## src/design/hierarchical_transform_compose_top_assert.svh

```systemverilog
// Assertion macros for the transform composer top level.
`ifndef HIERARCHICAL_TRANSFORM_COMPOSE_TOP_ASSERT_SVH
`define HIERARCHICAL_TRANSFORM_COMPOSE_TOP_ASSERT_SVH
`ifndef SYNTH
`define HTC_ASSERT_NEXT(lbl, ante, cons) \
  lbl: assert property (@(posedge clk_i) disable iff (!rst_ni) (ante) |=> (cons)) \
    else $error("htc assertion failed");
`define HTC_ASSERT_NOW(lbl, ante, cons) \
  lbl: assert property (@(posedge clk_i) disable iff (!rst_ni) (ante) |-> (cons)) \
    else $error("htc assertion failed");
`else
`define HTC_ASSERT_NEXT(lbl, ante, cons)
`define HTC_ASSERT_NOW(lbl, ante, cons)
`endif
`endif

```

## src/design/htc_pkg.sv

```systemverilog
`timescale 1ns / 1ps
package htc_pkg;

  localparam int unsigned ENTITY_COUNT = 1024;
  localparam int unsigned ENT_W        = 10;
  localparam int unsigned ENT_AW       = $clog2(ENTITY_COUNT);
  localparam int unsigned WA_W         = ENT_AW + 4;
  localparam int unsigned WORLD_DEPTH  = ENTITY_COUNT * 16;

  localparam int unsigned DATA_W    = 32;
  localparam int unsigned FRAC_BITS = 16;
  localparam int unsigned PROD_W    = 2 * DATA_W;
  localparam int unsigned RND_W     = PROD_W - FRAC_BITS;
  localparam int unsigned ACC_W     = RND_W + 2;

  localparam logic signed [DATA_W-1:0] FX_ONE  = DATA_W'(1) << FRAC_BITS;
  localparam logic signed [PROD_W-1:0] FX_HALF = PROD_W'(1) << (FRAC_BITS - 1);
  localparam logic signed [DATA_W-1:0] SAT_MAX = {1'b0, {(DATA_W-1){1'b1}}};
  localparam logic signed [DATA_W-1:0] SAT_MIN = {1'b1, {(DATA_W-1){1'b0}}};

  // CORDIC in Q2.30
  localparam int unsigned CORDIC_STEPS = 15;
  localparam int unsigned CS_W         = 4;
  localparam int unsigned CX_W         = 33;
  localparam int unsigned CZ_W         = 18;
  localparam int unsigned ANG_W        = 16;
  localparam logic signed [CX_W-1:0] CORDIC_GAIN = CX_W'(652032874);
  localparam int unsigned TRIG_SH = 30 - FRAC_BITS;
  localparam logic signed [CX_W-1:0] TRIG_HALF = CX_W'(1) << (TRIG_SH - 1);
  localparam logic [ANG_W-1:0] ANG_EIGHTH = ANG_W'(8192);

  localparam int unsigned CNT_W = 5;

  typedef enum logic [3:0] {
    ST_CLEAR, ST_IDLE, ST_VREAD, ST_PLOAD, ST_CORDIC, ST_TRIG, ST_RXY,
    ST_RMUL, ST_SCL, ST_PAR, ST_DRAIN, ST_WB, ST_OUT
  } ctrl_state_e;

  typedef enum logic [1:0] {PH_RXY, PH_R, PH_SCL, PH_PAR} phase_e;

  typedef enum logic [1:0] {AX_X, AX_Y, AX_Z} axis_e;

  typedef struct packed {
    logic              load;
    logic              clr_we;
    logic [ENT_AW-1:0] clr_addr;
    logic              v_rd;
    logic              p_rd;
    logic              cordic;
    logic              trig;
    logic              mac;
    phase_e            ph;
    logic [1:0]        mi;
    logic [1:0]        mj;
    logic [1:0]        mk;
    logic              mfirst;
    logic              mlast;
    logic              wb;
    logic              wb_first;
    logic [3:0]        idx;
    logic [1:0]        row;
  } htc_cmd_t;

  typedef struct packed {
    logic use_par;
  } htc_stat_t;

  function automatic logic signed [CZ_W-1:0] atan_lut(logic [CS_W-1:0] i);
    logic signed [CZ_W-1:0] v;
    unique case (i)
      4'd0:    v = CZ_W'(8192);
      4'd1:    v = CZ_W'(4836);
      4'd2:    v = CZ_W'(2555);
      4'd3:    v = CZ_W'(1297);
      4'd4:    v = CZ_W'(651);
      4'd5:    v = CZ_W'(326);
      4'd6:    v = CZ_W'(163);
      4'd7:    v = CZ_W'(81);
      4'd8:    v = CZ_W'(41);
      4'd9:    v = CZ_W'(20);
      4'd10:   v = CZ_W'(10);
      4'd11:   v = CZ_W'(5);
      4'd12:   v = CZ_W'(3);
      4'd13:   v = CZ_W'(1);
      4'd14:   v = CZ_W'(1);
      default: v = '0;
    endcase
    return v;
  endfunction

  // Element (r, c) of an elementary rotation, r and c below 3
  function automatic logic signed [DATA_W-1:0] rot_elem(axis_e ax, logic [1:0] r,
      logic [1:0] c, logic signed [DATA_W-1:0] cv, logic signed [DATA_W-1:0] sv);
    logic signed [DATA_W-1:0] v;
    v = '0;
    unique case (ax)
      AX_X: begin
        if (r == 2'd0 && c == 2'd0) v = FX_ONE;
        if ((r == 2'd1 && c == 2'd1) || (r == 2'd2 && c == 2'd2)) v = cv;
        if (r == 2'd1 && c == 2'd2) v = -sv;
        if (r == 2'd2 && c == 2'd1) v = sv;
      end
      AX_Y: begin
        if (r == 2'd1 && c == 2'd1) v = FX_ONE;
        if ((r == 2'd0 && c == 2'd0) || (r == 2'd2 && c == 2'd2)) v = cv;
        if (r == 2'd0 && c == 2'd2) v = sv;
        if (r == 2'd2 && c == 2'd0) v = -sv;
      end
      AX_Z: begin
        if (r == 2'd2 && c == 2'd2) v = FX_ONE;
        if ((r == 2'd0 && c == 2'd0) || (r == 2'd1 && c == 2'd1)) v = cv;
        if (r == 2'd0 && c == 2'd1) v = -sv;
        if (r == 2'd1 && c == 2'd0) v = sv;
      end
      default: v = '0;
    endcase
    return v;
  endfunction

endpackage

```

## src/design/htc_ctrl.sv

```systemverilog
`timescale 1ns / 1ps
module htc_ctrl import htc_pkg::*; (
  input  logic      clk_i,
  input  logic      rst_ni,
  input  logic      in_valid_i,
  input  logic      out_ready_i,
  input  htc_stat_t stat_i,
  output logic      in_ready_o,
  output logic      out_valid_o,
  output htc_cmd_t  cmd_o
);

  ctrl_state_e       st_q, st_d;
  logic [ENT_AW-1:0] clr_q, clr_d;
  logic [CNT_W-1:0]  cnt_q, cnt_d;
  logic [1:0]        i_q, i_d, j_q, j_d, k_q, k_d;
  logic [1:0]        imax, jmax, kmax;
  logic              mac_st, mac_done, clr_done;

  assign clr_done = (clr_q == ENT_AW'(ENTITY_COUNT - 1));

  always_comb begin
    mac_st = 1'b1;
    imax   = 2'd2;
    jmax   = 2'd2;
    kmax   = 2'd2;
    unique case (st_q)
      ST_RXY, ST_RMUL: ;
      ST_SCL: kmax = 2'd0;
      ST_PAR: begin
        imax = 2'd3;
        jmax = 2'd3;
        kmax = 2'd3;
      end
      default: mac_st = 1'b0;
    endcase
    mac_done = mac_st && (i_q == imax) && (j_q == jmax) && (k_q == kmax);
  end

  // next state
  always_comb begin
    st_d = st_q;
    unique case (st_q)
      ST_CLEAR:  if (clr_done) st_d = ST_IDLE;
      ST_IDLE:   if (in_valid_i) st_d = ST_VREAD;
      ST_VREAD:  st_d = ST_PLOAD;
      ST_PLOAD:  if (cnt_q == CNT_W'(16)) st_d = ST_CORDIC;
      ST_CORDIC: if (cnt_q == CNT_W'(CORDIC_STEPS - 1)) st_d = ST_TRIG;
      ST_TRIG:   st_d = ST_RXY;
      ST_RXY:    if (mac_done) st_d = ST_RMUL;
      ST_RMUL:   if (mac_done) st_d = ST_SCL;
      ST_SCL:    if (mac_done) st_d = stat_i.use_par ? ST_PAR : ST_DRAIN;
      ST_PAR:    if (mac_done) st_d = ST_DRAIN;
      ST_DRAIN:  st_d = ST_WB;
      ST_WB:     if (cnt_q == CNT_W'(15)) st_d = ST_OUT;
      ST_OUT:    if (out_ready_i && cnt_q == CNT_W'(3)) st_d = ST_IDLE;
      default:   st_d = ST_IDLE;
    endcase
  end

  // counters
  always_comb begin
    clr_d = clr_q;
    cnt_d = cnt_q;
    i_d   = i_q;
    j_d   = j_q;
    k_d   = k_q;
    if (st_q == ST_CLEAR) clr_d = clr_q + ENT_AW'(1);
    if (st_d != st_q) begin
      cnt_d = '0;
    end else if (st_q == ST_PLOAD || st_q == ST_CORDIC || st_q == ST_WB ||
                 (st_q == ST_OUT && out_ready_i)) begin
      cnt_d = cnt_q + CNT_W'(1);
    end
    if (mac_st) begin
      if (k_q != kmax) begin
        k_d = k_q + 2'd1;
      end else begin
        k_d = '0;
        if (j_q != jmax) begin
          j_d = j_q + 2'd1;
        end else begin
          j_d = '0;
          i_d = (i_q != imax) ? i_q + 2'd1 : 2'd0;
        end
      end
    end
  end

  // outputs
  always_comb begin
    cmd_o          = '0;
    cmd_o.load     = (st_q == ST_IDLE) && in_valid_i;
    cmd_o.clr_we   = (st_q == ST_CLEAR);
    cmd_o.clr_addr = clr_q;
    cmd_o.v_rd     = (st_q == ST_VREAD);
    cmd_o.p_rd     = (st_q == ST_PLOAD) && !cnt_q[CNT_W-1];
    cmd_o.cordic   = (st_q == ST_CORDIC);
    cmd_o.trig     = (st_q == ST_TRIG);
    cmd_o.mac      = mac_st;
    cmd_o.ph       = PH_RXY;
    unique case (st_q)
      ST_RMUL: cmd_o.ph = PH_R;
      ST_SCL:  cmd_o.ph = PH_SCL;
      ST_PAR:  cmd_o.ph = PH_PAR;
      default: cmd_o.ph = PH_RXY;
    endcase
    cmd_o.mi       = i_q;
    cmd_o.mj       = j_q;
    cmd_o.mk       = k_q;
    cmd_o.mfirst   = (k_q == 2'd0);
    cmd_o.mlast    = (k_q == kmax);
    cmd_o.wb       = (st_q == ST_WB);
    cmd_o.wb_first = (cnt_q == '0);
    cmd_o.idx      = cnt_q[3:0];
    cmd_o.row      = cnt_q[1:0];
    in_ready_o     = (st_q == ST_IDLE);
    out_valid_o    = (st_q == ST_OUT);
  end

  always_ff @(posedge clk_i or negedge rst_ni) begin
    if (!rst_ni) begin
      st_q  <= ST_CLEAR;
      clr_q <= '0;
      cnt_q <= '0;
      i_q   <= '0;
      j_q   <= '0;
      k_q   <= '0;
    end else begin
      st_q  <= st_d;
      clr_q <= clr_d;
      cnt_q <= cnt_d;
      i_q   <= i_d;
      j_q   <= j_d;
      k_q   <= k_d;
    end
  end

endmodule

```

## config.mk

```make
export PLATFORM = sky130hd
export DESIGN_NAME = htc_ctrl
export DESIGN_NICKNAME = d
export VERILOG_FILES = /design/src/design/hierarchical_transform_compose_top_assert.svh /design/src/design/htc_pkg.sv /design/src/design/htc_ctrl.sv
export SDC_FILE = /design/constraint.sdc
export NUM_CORES = 1
export LEC_CHECK = 0
export BUFFER_PORTS_ARGS = -buffer_cell sky130_fd_sc_hd__buf_2
export CORE_ASPECT_RATIO = 1.5
export CORE_MARGIN = 1
export CORE_UTILIZATION = 58
export DETAILED_ROUTE_END_ITERATION = 12
export PLACE_DENSITY = 0.86
export REMOVE_ABC_BUFFERS = 1
export SLEW_MARGIN = 25
export SYNTH_ARGS = -nofsm -noshare
export SYNTH_HDL_FRONTEND = slang
export SYNTH_SLANG_ARGS = --single-unit
export TNS_END_PERCENT = 1
```

## constraint.sdc

```tcl
create_clock -name clk_i -period 3.9 [get_ports clk_i]
set_input_delay 0.39 -clock clk_i [delete_from_list [all_inputs] [get_ports clk_i]]
set_output_delay 0.39 -clock clk_i [all_outputs]
set_load 0.02 [all_outputs]
```

; Word level (Yosys, flattened, before mapping)
; Index checks and enable logic that the tools add are counted.
[word_totals]
reg_bits = 25
elab_cells = 76
out_inout_bits = 37
[classes]
n_bitwise = 2
n_reduce_logical = 18
muxes = 21
n_addsub = 5
n_eq_ne = 24
[op_table]
columns = op, count
row1 = one-hot mux 4 bit (13 select lines), 1
row2 = 2-to-1 mux 4 bit, 10
row3 = "== test 4 bit, second input constant", 5
row4 = "== test 4 x 3 -> 1 bit, second input constant", 4
row5 = "adder 10 x 1 -> 10 bit, second input constant", 1
row6 = "== test 10 bit, second input constant", 1
row7 = "== test 5 x 4 -> 1 bit, second input constant", 2
row8 = 2-to-1 mux 5 bit, 2
row9 = "== test 4 x 2 -> 1 bit, second input constant", 2
row10 = 2-to-1 mux 2 bit, 4
row11 = logical AND 1 bit, 7
row12 = "adder 2 x 1 -> 2 bit, second input constant", 3
row13 = == test 2 bit, 3
row14 = inequality test 2 bit, 3
row15 = one-hot mux 2 bit (3 select lines), 1
row16 = "adder 5 x 1 -> 5 bit, second input constant", 1
row17 = "== test 5 x 2 -> 1 bit, second input constant", 1
row18 = "== test 5 bit, second input constant", 1
row19 = logical NOT 5 bit, 1
row20 = "== test 4 x 1 -> 1 bit, second input constant", 1
row21 = logical NOT 4 bit, 1
row22 = inequality test 4 bit, 1
row23 = one-hot mux 2 bit (2 select lines), 1
row24 = OR reduction 4 bit, 1
row25 = 8 further kinds, 12

; Depth between registers and ports, before layout
[logic_depth]
depth_word = 10
depth_mapped = 10

; Worst setup path after synthesis
; No wires, ideal clock.
[synth_path]
path_type = register to register
start = register st_q[1]
end = register cnt_q[1]
stages_incl_launch_ff = 9
arrival_ns = 2.211
setup_slack_ns = 1.556
required_time_ns = 3.767
n_path_buf = 1
period_less_slack_ns = 2.344
path_cell_list = dfrtp_1 clkbuf_1 nand2b_1 nor4b_1 nor2_1 a21oi_1 nor3_1 o41ai_4 nor2_1
[synth_via]
elab_chain_len = 10
[synth_lines]
columns = item, line_no
row1 = from (decl), htc_ctrl.sv:13  ; ctrl_state_e st_q, st_d;
row2 = from (signal assigned), htc_ctrl.sv:130  ; st_q <= st_d;
row3 = == test 4 bit or == test 4 x 3 -> 1 bit (tied branches), "htc_ctrl.sv:27, htc_ctrl.sv:43"
row4 = OR reduction 4 bit (no line) or 2-to-1 mux 1 bit (tied branches), n/a
row5 = 2-to-1 mux 1 bit or == test 2 bit (tied branches), "htc_ctrl.sv:27, htc_ctrl.sv:37"
row6 = logical AND 1 bit (3 in series), htc_ctrl.sv:37  ; mac_done = mac_st && (i_q == imax) && (j_q == jmax) && (k_q == kmax);
row7 = "2-to-1 mux 4 bit, on equally long branches", n/a
row8 = one-hot mux 4 bit (13 select lines), htc_ctrl.sv:43  ; unique case (st_q)
row9 = inequality test 4 bit, htc_ctrl.sv:69  ; if (st_d != st_q) begin
row10 = 2-to-1 mux 5 bit or nonzero test 2 bit (tied branches), n/a
row11 = to (signal assigned), htc_ctrl.sv:132  ; cnt_q <= cnt_d;
row12 = to (decl), htc_ctrl.sv:15  ; logic [CNT_W-1:0] cnt_q, cnt_d;
; Parallel ways exist; a longest one is shown, timed or not.
; A chain may end at the register's enable or synchronous reset.

; Worst setup path in the final report
[layout_path]
start = register st_q[2]
end = register cnt_q[3]
; The elaborated chain is that of the path after synthesis.

==> reports/qor.txt <==
I/O Pins: 42
Cell Pwr Density: 413 mW/mm^2
Final Cycle Share: 68.8%
Die area: 0.00332 mm^2
FFs w/ async S/R, synth: 100%
Clock Latency Late Sink: 280 ps
Worst min-delay path class: in -> async
GR peak layer: met2
Met3 GRT Util: 3.36%
Fin Setup TNS: 0 ps
Diodes inserted: 0
Cells after synthesis: 207
Highest clock rate: 372 MHz
Worst-path fanout max: 19
Hold Fails Final Rpt: 0
Synthesized flop and latch total: 25
H-tree levels: 1
Worst-Margin Slew: 630 ps
CP required: 4070 ps
M1 GR Usage: 29.0%
Synth Area per Inst: 8.67 um^2
Mapped Area: 0.00179 mm^2
Critical path buffers and inverters: 0
Max stage delay on crit path: 710 ps
Synth area leader: dfrtp_1
Die Width: 47.4 um
Fraction of layout cells with a size suffix above 1: 24.6%
Endpoints failing setup: 0
Met2 Use GR: 42.3%
Vias/cell: 5.81
HPWL after DPL: 2860 um
CTS Sinks: 25
Leakage: 0.000950 uW
Place WS: 1230 ps
Slowest CP cell: dfrtp_1
CTS tree: built
Max-Cap Viols: 0
DRT Pass-1 Iters: 4
WL/cell: 13.7 um
Final Max Slew Viols: 0
Crit Path Class: reg -> reg
Starting Density: 61.6%
Largest net degree at the start of global routing: 26
Synth area leaders: dfrtp_1 35%, xnor2_1 5.4%, nand2_1 4.8%, ha_1 4.2%, nand3_1 3.6%
Total CTS buffers: 3
Worst EP arrival: 2850 ps
Status: finished, final reports clean
Final wirelength: 3770 um
Clock Path Buffers: 2
Root Buffer: clkbuf_8
First-pass GRT wire length: 6070 um
Vias in the first global route: 1419
GRT overflow: 0
Post-synthesis cell type count: 51
Slew Limit Headroom: 58.0%
Post-synth top area share: 34.9%
Tot GR Track Use: 24.9%
Minimum clock period: 2680 ps
Buffers on Ports: 41
Die Height: 70.1 um
RSZ-0062 raised after global routing: false
Worst-path clk slew: 100 ps
Hold-fix buffers, CTS: 0
Final worst-path setup slack: 1220 ps
Area Growth Syn to Fin: 11.4%
Post_cts resized: 0
Sequential element share of the synthesized area: 34.9%
VDD IR max: 0.330 mV
DR vias: 1597
YS warnings: 0
# fillers: 264
CP Capture Type: register
Initial antenna violation count: 0
Core Box Area: 0.00291 mm^2
Routability-driven placement congestion ratio: 0.885
Number of synthesized flops with an enable pin: 0
Worst path cell trace: nor2b_1 -> nand4_1 -> a221oi_4 -> nand2_2 -> and4_4 -> o41ai_4 -> nor2_1
Row count: 24
First-iteration detailed-routing DRC count: 36
CP Launch Type: register
Layout Nets: 248
CP delay by family, top: simple AND/OR/NAND/NOR gates
DRC Markers: 0
# Post-CTS Setup Buffers: 0
Fin Clk Skew: 3.17 ps
Main synth FF type: dfrtp_1
ANT nets after route: 0
-- final cells by class --
type / count / area, um^2 / area share, %
Clock buffer: 3 / 41.3 / 2.07
Multi-Input combinational cell: 154 / 1020 / 51.0
Inverter: 11 / 42.5 / 2.13
Tap cell: 39 / 48.8 / 2.44
Clock inverter: 1 / 8.76 / 0.438
Timing Repair Buffer: 42 / 213 / 10.6
Sequential cell: 25 / 626 / 31.3
-- report_power, final --
group,internal [uW],total (uW),switching [uW],leakage [uW]
clock network,75.2,170,94.3,0.0000261
logic,116,297,181,0.000590
registers,293,359,65.7,0.000334
-- metrics by stage --
stage | util (%) | instance area [um^2] | hold slack [ps] | total power, uW | cells
2_1_floorplan | - | 1690 | 94.4 | 562 | 190
3_3_place_gp | 66.9 | 1950 | 406 | 657 | 271
3_5_place_dp | 66.9 | 1950 | 409 | 661 | 271
4_1_cts | 68.6 | 2000 | 93.3 | 831 | 275
5_1_grt | 68.6 | 2000 | 129 | 870 | 275
6_report | 68.6 | 2000 | 74.5 | 825 | 275
-- routing by layer --
metal / up-vias / routed length (um)
met3: 11 / 128
met4: 0 / 101
li1: 776 / -
met1: 774 / 1490
met5: - / 0
met2: 36 / 2050
-- sequential cells by signal, indices dropped and copies added, names as in the netlist --
name / cells
k_q: 2
i_q: 2
clr_q: 10
cnt_q: 5
j_q: 2
st_q: 4
-- worst reg2reg max path: cells and delay by family, from the launching register on --
kind               cells  cell delay, ps
AOI/OAI and AO/OA      2             830
DFF                    1             710
and+or+nand+nor        5            1030
-- worst paths after layout --
check,startpoint,end,slack (ps),cells past startpoint
worst max-delay path,st_q[2],cnt_q[3],1220,7
worst min-delay path,rst_ni,k_q[1],70,1
worst max register to register,st_q[2],cnt_q[3],1220,7
worst min register to register,clr_q[3],clr_q[3],500,1
max in group asynchronous,rst_ni,st_q[2],3460,1
min in group clk_i,stat_i,st_q[1],490,4
-- layout by cell type (no fill, tap or decap), types with 2 or more instances in the layout --
| cell | instances |
|---|---|
| nor4_1 | 3 |
| clkbuf_8 | 3 |
| nand4_1 | 4 |
| inv_1 | 10 |
| nor2_1 | 17 |
| mux2i_1 | 2 |
| a31oi_1 | 4 |
| a21oi_1 | 6 |
| xnor2_1 | 11 |
| a21boi_0 | 3 |
| ha_1 | 6 |
| nand2b_1 | 3 |
| o22ai_1 | 2 |
| xor2_1 | 2 |
| nand3_1 | 13 |
| buf_2 | 41 |
| dfrtp_1 | 25 |
| o21ai_0 | 11 |
| nand2_1 | 23 |
| nor2b_1 | 3 |
| and3_1 | 5 |
| nor4b_1 | 3 |
| nor3_1 | 7 |
| nor3b_1 | 2 |
-- logic make-up after synthesis --
group / count (synthesis) / share of synthesized area, %
flip-flops: 25 / 34.9
XOR/XNOR: 13 / 6.35
adder cells (fa/ha/maj): 6 / 4.18
AO/OA/AOI/OAI: 35 / 14.4
AND/OR/NAND/NOR: 97 / 30.1
multiplexers: 3 / 1.74
buffers and inverters: 28 / 8.37
-- cells in the mapped netlist, types with 2 or more instances --
cell type,number
o21ai_0,11
inv_1,10
ha_1,6
nor4_1,3
nor4b_1,3
nor3b_1,2
a21boi_0,3
nor2_1,17
nor3_1,7
and3_1,5
xor2_1,2
dfrtp_1,25
nand4_1,4
buf_4,7
o22ai_1,2
nand3_1,13
buf_2,2
nor2b_1,3
nand2b_1,3
xnor2_1,11
nand2_1,23
clkbuf_1,6
a21oi_1,6
mux2i_1,2
a31oi_1,4
buf_6,2
Note: power is estimated with default switching activity, not from simulation.
